File: src/sv/sorted_priority_table_insert_macros.svh
// Assertion macros for the sorted priority table.
// Used by sorted_priority_table_insert.sv; no other dependencies.
`ifndef SORTED_PRIORITY_TABLE_INSERT_MACROS_SVH
`define SORTED_PRIORITY_TABLE_INSERT_MACROS_SVH

// Check that cons holds in the same cycle as ante.
`define SPTI_ASSERT_NOW(name, clk, rst_n, ante, cons, msg) \
    name: assert property (@(posedge clk) disable iff (!rst_n) (ante) |-> (cons)) \
        else $error(msg);

// Check that cons holds in the cycle after ante.
`define SPTI_ASSERT_NEXT(name, clk, rst_n, ante, cons, msg) \
    name: assert property (@(posedge clk) disable iff (!rst_n) (ante) |=> (cons)) \
        else $error(msg);

`endif

File: src/sv/spti_pkg.sv
// Shared types and constants for the sorted priority table.
// No dependencies; imported by spti_cell and sorted_priority_table_insert.
package spti_pkg;

    localparam int VALUE_W   = 32;
    localparam int PRIO_W    = 3;
    localparam int TDATA_W   = 40;
    localparam logic [PRIO_W-1:0] PRIO_NONE = 3'd0;
    localparam logic [PRIO_W-1:0] PRIO_MIN  = 3'd1;
    localparam logic [PRIO_W-1:0] PRIO_MAX  = 3'd5;

    typedef enum logic {
        KIND_INSERT  = 1'b0,
        KIND_READOUT = 1'b1
    } kind_t;

    // Per-cycle command broadcast to every cell
    typedef struct packed {
        logic ins;  // place the new entry
        logic rot;  // rotate stored entries one place toward the head
    } cell_ctrl_t;

endpackage

File: src/sv/spti_cell.sv
// One slot of the sorted table: holds an entry, compares it with the new entry
// and takes data from its neighbors on insert or rotate. Depends on spti_pkg.
module spti_cell
    import spti_pkg::*;
(
    input  logic                     clk,
    input  logic                     rst_n,
    input  cell_ctrl_t               ctrl,
    input  logic signed [VALUE_W-1:0] new_value,
    input  logic [PRIO_W-1:0]        new_prio,
    input  logic signed [VALUE_W-1:0] prev_value,
    input  logic [PRIO_W-1:0]        prev_prio,
    input  logic                     prev_ahead,
    input  logic signed [VALUE_W-1:0] next_value,
    input  logic [PRIO_W-1:0]        next_prio,
    input  logic signed [VALUE_W-1:0] head_value,
    input  logic [PRIO_W-1:0]        head_prio,
    output logic signed [VALUE_W-1:0] value,
    output logic [PRIO_W-1:0]        prio,
    output logic                     ahead,
    output logic                     match
);

    logic signed [VALUE_W-1:0] value_reg;
    logic signed [VALUE_W-1:0] value_next;
    logic [PRIO_W-1:0]         prio_reg;
    logic [PRIO_W-1:0]         prio_next;
    logic                      filled;
    logic                      next_filled;

    assign filled      = (prio_reg != PRIO_NONE);
    assign next_filled = (next_prio != PRIO_NONE);

    // New entry belongs at or ahead of this slot
    assign ahead = !filled || (prio_reg < new_prio) ||
                   ((prio_reg == new_prio) && (value_reg >= new_value));
    assign match = filled && (prio_reg == new_prio) && (value_reg == new_value);

    always_comb
    begin
        value_next = value_reg;
        prio_next  = prio_reg;
        if (ctrl.ins && ahead)
        begin
            if (prev_ahead)
            begin
                value_next = prev_value;
                prio_next  = prev_prio;
            end
            else
            begin
                value_next = new_value;
                prio_next  = new_prio;
            end
        end
        else if (ctrl.rot && filled)
        begin
            // Last filled slot wraps around to the head
            if (next_filled)
            begin
                value_next = next_value;
                prio_next  = next_prio;
            end
            else
            begin
                value_next = head_value;
                prio_next  = head_prio;
            end
        end
    end

    always_ff @(posedge clk or negedge rst_n)
    begin
        if (!rst_n)
            prio_reg <= PRIO_NONE;
        else
            prio_reg <= prio_next;
    end

    always_ff @(posedge clk)
    begin
        value_reg <= value_next;
    end

    assign value = value_reg;
    assign prio  = prio_reg;

endmodule

File: src/sv/sorted_priority_table_insert.sv
// Sorted priority table: a chain of CAPACITY cells kept in order (higher priority
// first, ascending signed value within a priority). Insert: no result word. Readout:
// reading_reg is set on the readout, then the first word is registered on m_tvalid;
// then one word per cycle as the chain rotates past cell 0 (n words, one for an empty
// table); input is held off until the last word is registered, and m_tready low stalls
// the rotation. Reset (rst_n, async, active low) empties the table and clears overflow.
`include "sorted_priority_table_insert_macros.svh"

module sorted_priority_table_insert
    import spti_pkg::*;
#(
    parameter int CAPACITY = 32
)
(
    input  logic               clk,
    input  logic               rst_n,
    // Input stream
    input  logic               s_tvalid,
    output logic               s_tready,
    input  logic [TDATA_W-1:0] s_tdata,   // [31:0] value, [34:32] priority_req, zero pad
    input  logic [0:0]         s_tuser,   // [0] kind
    // Result stream
    output logic               m_tvalid,
    input  logic               m_tready,
    output logic [TDATA_W-1:0] m_tdata,   // [31:0] entry_value, [34:32] entry_priority, zero pad
    output logic [1:0]         m_tuser,   // [0] valid_res, [1] overflowed
    output logic               m_tlast
);

    localparam int CW = $clog2(CAPACITY + 1);

    // Input word fields
    logic signed [VALUE_W-1:0] in_value;
    logic [PRIO_W-1:0]         in_prio;
    kind_t                     in_kind;

    assign in_value = s_tdata[VALUE_W-1:0];
    assign in_prio  = s_tdata[VALUE_W +: PRIO_W];
    assign in_kind  = kind_t'(s_tuser[0]);

    // Cell chain wiring
    logic signed [VALUE_W-1:0] cell_value  [CAPACITY];
    logic [PRIO_W-1:0]         cell_prio   [CAPACITY];
    logic [CAPACITY-1:0]       cell_ahead;
    logic [CAPACITY-1:0]       cell_match;
    cell_ctrl_t                ctrl;

    // Control state
    logic [CW-1:0] count_reg;
    logic [CW-1:0] count_next;
    logic [CW-1:0] rem_reg;
    logic [CW-1:0] rem_next;
    logic          reading_reg;
    logic          reading_next;
    logic          ovf_reg;
    logic          ovf_next;

    // Output register
    logic                      m_valid_reg;
    logic                      m_valid_next;
    logic signed [VALUE_W-1:0] m_value_reg;
    logic [PRIO_W-1:0]         m_prio_reg;
    logic                      m_res_reg;
    logic                      m_last_reg;
    logic                      m_ovf_reg;

    logic in_take;
    logic prio_ok;
    logic dup;
    logic full;
    logic ins_ok;
    logic ins_drop;
    logic step;
    logic step_empty;

    assign s_tready = !reading_reg;
    assign in_take  = s_tvalid && s_tready;

    assign prio_ok  = (in_prio >= PRIO_MIN) && (in_prio <= PRIO_MAX);
    assign dup      = |cell_match;
    assign full     = (count_reg == CW'(CAPACITY));
    // Hold the table on a bad priority or a duplicate; drop and flag when full
    assign ins_ok   = in_take && (in_kind == KIND_INSERT) && prio_ok && !dup && !full;
    assign ins_drop = in_take && (in_kind == KIND_INSERT) && prio_ok && !dup && full;

    // Advance the readout whenever the output register is free or being drained
    assign step       = reading_reg && (!m_valid_reg || m_tready);
    assign step_empty = (rem_reg == '0);

    assign ctrl.ins = ins_ok;
    assign ctrl.rot = step && !step_empty;

    genvar gi;
    generate
        for (gi = 0; gi < CAPACITY; gi++)
        begin : g_cell
            logic signed [VALUE_W-1:0] prev_value;
            logic [PRIO_W-1:0]         prev_prio;
            logic                      prev_ahead;
            logic signed [VALUE_W-1:0] next_value;
            logic [PRIO_W-1:0]         next_prio;

            if (gi == 0)
            begin : g_head
                assign prev_value = in_value;
                assign prev_prio  = in_prio;
                assign prev_ahead = 1'b0;
            end
            else
            begin : g_body
                assign prev_value = cell_value[gi-1];
                assign prev_prio  = cell_prio[gi-1];
                assign prev_ahead = cell_ahead[gi-1];
            end

            if (gi == CAPACITY - 1)
            begin : g_tail
                assign next_value = in_value;
                assign next_prio  = PRIO_NONE;
            end
            else
            begin : g_mid
                assign next_value = cell_value[gi+1];
                assign next_prio  = cell_prio[gi+1];
            end

            spti_cell u_cell
            (
                .clk         (clk),
                .rst_n       (rst_n),
                .ctrl        (ctrl),
                .new_value   (in_value),
                .new_prio    (in_prio),
                .prev_value  (prev_value),
                .prev_prio   (prev_prio),
                .prev_ahead  (prev_ahead),
                .next_value  (next_value),
                .next_prio   (next_prio),
                .head_value  (cell_value[0]),
                .head_prio   (cell_prio[0]),
                .value       (cell_value[gi]),
                .prio        (cell_prio[gi]),
                .ahead       (cell_ahead[gi]),
                .match       (cell_match[gi])
            );
        end
    endgenerate

    // Control next state
    always_comb
    begin
        count_next   = count_reg;
        rem_next     = rem_reg;
        reading_next = reading_reg;
        ovf_next     = ovf_reg || ins_drop;
        m_valid_next = m_valid_reg;

        if (ins_ok)
            count_next = count_reg + CW'(1);

        if (m_valid_reg && m_tready)
            m_valid_next = 1'b0;

        if (in_take && (in_kind == KIND_READOUT))
        begin
            reading_next = 1'b1;
            rem_next     = count_reg;
        end
        else if (step)
        begin
            m_valid_next = 1'b1;
            if (step_empty || (rem_reg == CW'(1)))
                reading_next = 1'b0;
            if (!step_empty)
                rem_next = rem_reg - CW'(1);
        end
    end

    always_ff @(posedge clk or negedge rst_n)
    begin
        if (!rst_n)
        begin
            count_reg   <= '0;
            rem_reg     <= '0;
            reading_reg <= 1'b0;
            ovf_reg     <= 1'b0;
            m_valid_reg <= 1'b0;
        end
        else
        begin
            count_reg   <= count_next;
            rem_reg     <= rem_next;
            reading_reg <= reading_next;
            ovf_reg     <= ovf_next;
            m_valid_reg <= m_valid_next;
        end
    end

    // Result payload: head cell, or the empty marker when the table is empty
    always_ff @(posedge clk)
    begin
        if (step)
        begin
            m_value_reg <= step_empty ? '0 : cell_value[0];
            m_prio_reg  <= step_empty ? PRIO_NONE : cell_prio[0];
            m_res_reg   <= !step_empty;
            m_last_reg  <= step_empty || (rem_reg == CW'(1));
            m_ovf_reg   <= ovf_reg;
        end
    end

    assign m_tvalid = m_valid_reg;
    assign m_tdata  = {{(TDATA_W - VALUE_W - PRIO_W){1'b0}}, m_prio_reg, m_value_reg};
    assign m_tuser  = {m_ovf_reg, m_res_reg};
    assign m_tlast  = m_last_reg;

    // Checks
    `SPTI_ASSERT_NOW(a_count_bound, clk, rst_n, 1'b1, count_reg <= CW'(CAPACITY),
        "entry count exceeds capacity")
    `SPTI_ASSERT_NOW(a_empty_head, clk, rst_n, count_reg == '0, cell_prio[0] == PRIO_NONE,
        "empty table holds an entry in the head cell")
    `SPTI_ASSERT_NEXT(a_insert_count, clk, rst_n, ins_ok, count_reg == $past(count_reg) + CW'(1),
        "accepted insert did not grow the table")

endmodule

File: config.mk
export PLATFORM = sky130hd
export DESIGN_NAME = sorted_priority_table_insert
export DESIGN_NICKNAME = d
export VERILOG_FILES = /design/src/sv/spti_pkg.sv /design/src/sv/spti_cell.sv /design/src/sv/sorted_priority_table_insert.sv
export VERILOG_INCLUDE_DIRS = /design/src /design/src/sv
export SDC_FILE = /design/constraint.sdc
export NUM_CORES = 2
export LEC_CHECK = 0
export ABC_AREA = 1
export ABC_CLOCK_PERIOD_IN_PS = 6990
export BUFFER_PORTS_ARGS = -buffer_cell sky130_fd_sc_hd__buf_2
export CAP_MARGIN = 20
export CORE_UTILIZATION = 40
export CTS_CLUSTER_SIZE = 12
export DETAILED_ROUTE_END_ITERATION = 16
export SLEW_MARGIN = 20
export SYNTH_ARGS = -nofsm -noshare
export SYNTH_HDL_FRONTEND = slang
export SYNTH_SLANG_ARGS = --single-unit
File: constraint.sdc
create_clock -name clk -period 6.99 [get_ports clk]
set_input_delay 0 -clock clk [delete_from_list [all_inputs] [get_ports clk]]
set_output_delay 0 -clock clk [all_outputs]
set_load 0.02 [all_outputs]
==> qor.yml <==
outcome: "finished clean"
syn2layout_area_growth_pct: 9.36
synth.distinct_cells: 45
cp.arrival_ns: 6.02
ant_nets: 0
cellPowerDensity_nw_per_um2: 555
dr.pass1.iters: 9
cts_tree: "yes"
synth_seq_area_share_pct: 35.8
leakagePower_uw: 0.0448
timing.fmax_mhz: 184
ys_ff_latch: 1173
nFillCells: 25100
synthTopCellsByArea: "edfxtp_1 (33%), nand2_1 (19%), ha_1 (15%), o21ai_0 (13%), a21oi_1 (2.9%)"
hp-class: "in2reg"
routed_wl_um: 400000
skew_ns: 0.0627
grt_antenna_before_repair: 22
fin_crit_ns: 5.43
ys.flop_type: "edfxtp_1"
cp_slowest_cell: "clkinv_2"
cp-start-kind: "primary input"
io-pin-count: 90
register_area_um2: 34700
drt-wirelength-per-cell_um: 24.5
die_h_um: 494
cts_buffers: 151
fin_util_pct: 44.0
grt_max_degree: 71
htree_levels: 4
hold_viol: 0
slew_violations: 0
syn_inst: 13300
place_ws_ns: 1.36
overflow: 0
cp.required_ns: 7.58
cts_sinks: 1173
maxCapViolations: 0
clk_pin_slew_worst_paths_ns: 0.06
nets: 14200
path_class: "in2reg"
max_slew_margin_pct: 17.8
clockBufferDepth: 3
place.port_buffers: 79
avgSynthCellArea_um2: 7.27
irDropWorstVdd_v: 0.000357
vias: 94900
finalSetupViolCount: 0
setup_ws_ns: 1.56
netlist_area_um2: 96800
synth.top_cell.area_share_pct: 32.9
post_cts_resized: 0
clk_latency_ns: 0.87
die_x_um: 494
routed_via_density: 5.82
async_flop_share_pct: 9.46
path_common_cell: "nand2_1"
synth_edf_count: 1062
fin_tns_setup_ns: 0
synth_top_cell_by_area: "edfxtp_1"
grt_usage_pct: 31.9
rsz0062_at_grt: "no"
cts_root_buf: "clkbuf_16"
gp_congestion: 0.980
crit_path_end_kind: "flop"
fp.coreArea_um2: 241000
worstPathMaxFanout: 37
multi_input_area_um2: 56800
start_util_pct: 40.3
tightestPinTransition_ns: 1.23
die_area_um2: 244000
period_share_pct: 77.6
placement_rows: 180
synth.most_common_cell: "nand2_1"
path_cells: "dlygate4sd3_1 -> buf_2 -> clkinv_2 -> ha_1 -> nand2_1 -> nor2_1 -> nand3_1 -> nor2_1 -> nand3_1 -> nand2_1 -> nor2_1 -> nand2_1 -> nor2_1 -> nand3_2 -> inv_2 -> buf_4 -> nand2_2 -> inv_2 -> nand2_1 -> nand2_1"
grt_pass1_vias: 85000
drtIter0Drc: 12700
dp_hpwl_um: 283000
grt_pass1_wl_um: 578000
slowest_delay_ns: 0.70
largest_register_ff_count: 1024
drive_gt1_share_pct: 5.68
synthTopCellsByCount: "nand2_1 (5,001), o21ai_0 (2,443), ha_1 (1,125), edfxtp_1 (1,062), clkbuf_1 (710)"
yosysWarnings: 0
drc: 0
rrSetupSlack_ns: 1.58
[power by group]
group | switching (µW) | leakage [µW] | internal [µW]
registers | 4470 | 0.0114 | 14100
logic | 22400 | 0.0310 | 9830
clock network | 3450 | 0.00240 | 4560
[critical path, delay by kind of cell]
| family | cells | cell delay, ns |
|---|---|---|
| adder cells (fa/ha/maj) | 1 | 0.66 |
| buffers and inverters | 6 | 2.58 |
| AND/OR/NAND/NOR | 13 | 2.64 |
[timing repair]
| action | in CTS | in global routing |
|---|---|---|
| setup buffers | 0 | 0 |
| hold buffers | 41 | 0 |
| hold endpoints to repair | 438 | 0 |
[stage by stage]
step                power [µW]  instances  instance area, µm²  hold slack (ns)
detailed placement       49700      16000              101000           0.0617
floorplan                38000      13300               96900           -0.296
global placement         49200      16000              100000           0.0639
global route             63100      16300              106000           0.0540
finish                   58800      16300              106000           0.0223
CTS                      57900      16300              106000           0.0106
[layout make-up]
| type | instances | area share, % |
|---|---|---|
| diodes | 1 | 0.00236 |
| clock buffers | 202 | 3.92 |
| clock inverters | 75 | 0.708 |
| inverters | 603 | 2.21 |
| multi-input cells | 10700 | 53.6 |
| flip-flops and latches | 1173 | 32.7 |
| well taps | 3185 | 3.76 |
| repair buffers | 400 | 3.03 |
[path summary, 6_finish.rpt]
kind	cells after the start	to	from
worst max-delay path	20	g_cell[31].u_cell.value[6]	s_tdata[34]
worst min-delay path	8	ovf_reg	s_tuser
worst max register to register	18	g_cell[24].u_cell.value[4]	g_cell[0].u_cell.value[10]
worst min register to register	0	m_ovf_reg	ovf_reg
max in group asynchronous	4	g_cell[0].u_cell.prio[2]	rst_n
min in group asynchronous	4	ovf_reg	rst_n
[cells by family (layout without fill, tap and decap cells)]
family          count (synthesis)  count (layout)  synth area share [%]
buf+inv                      1474            1280                  5.94
compound gates               3574            3574                  19.8
other cells                     1               6               0.00387
mux                             2               2                0.0207
xor+xnor                        5               5                0.0452
flops                        1173            1173                  35.8
simple gates                 5967            5967                  23.9
fa+ha+maj                    1125            1125                  14.5
[cells in the final DEF, fill, tap and decap left out, types with 40 or more instances in the layout]
| cell type | instances |
|---|---|
| o21a_1 | 66 |
| o21ai_1 | 54 |
| inv_1 | 520 |
| dfrtp_1 | 110 |
| edfxtp_1 | 1062 |
| buf_2 | 76 |
| nand3_1 | 341 |
| a21oi_1 | 557 |
| nor2_1 | 540 |
| dlygate4sd3_1 | 40 |
| nand2_1 | 4970 |
| o21ai_0 | 2441 |
| ha_1 | 1125 |
| o211ai_1 | 363 |
| buf_4 | 262 |
| clkbuf_16 | 154 |
| inv_2 | 46 |
[layer usage]
metal,wire [µm],global-route usage [%]
met5,40,0
met4,19600,14.4
met3,47800,7.46
met2,165000,46.4
met1,167000,44.6
Note: power is estimated with default switching activity, not from simulation.
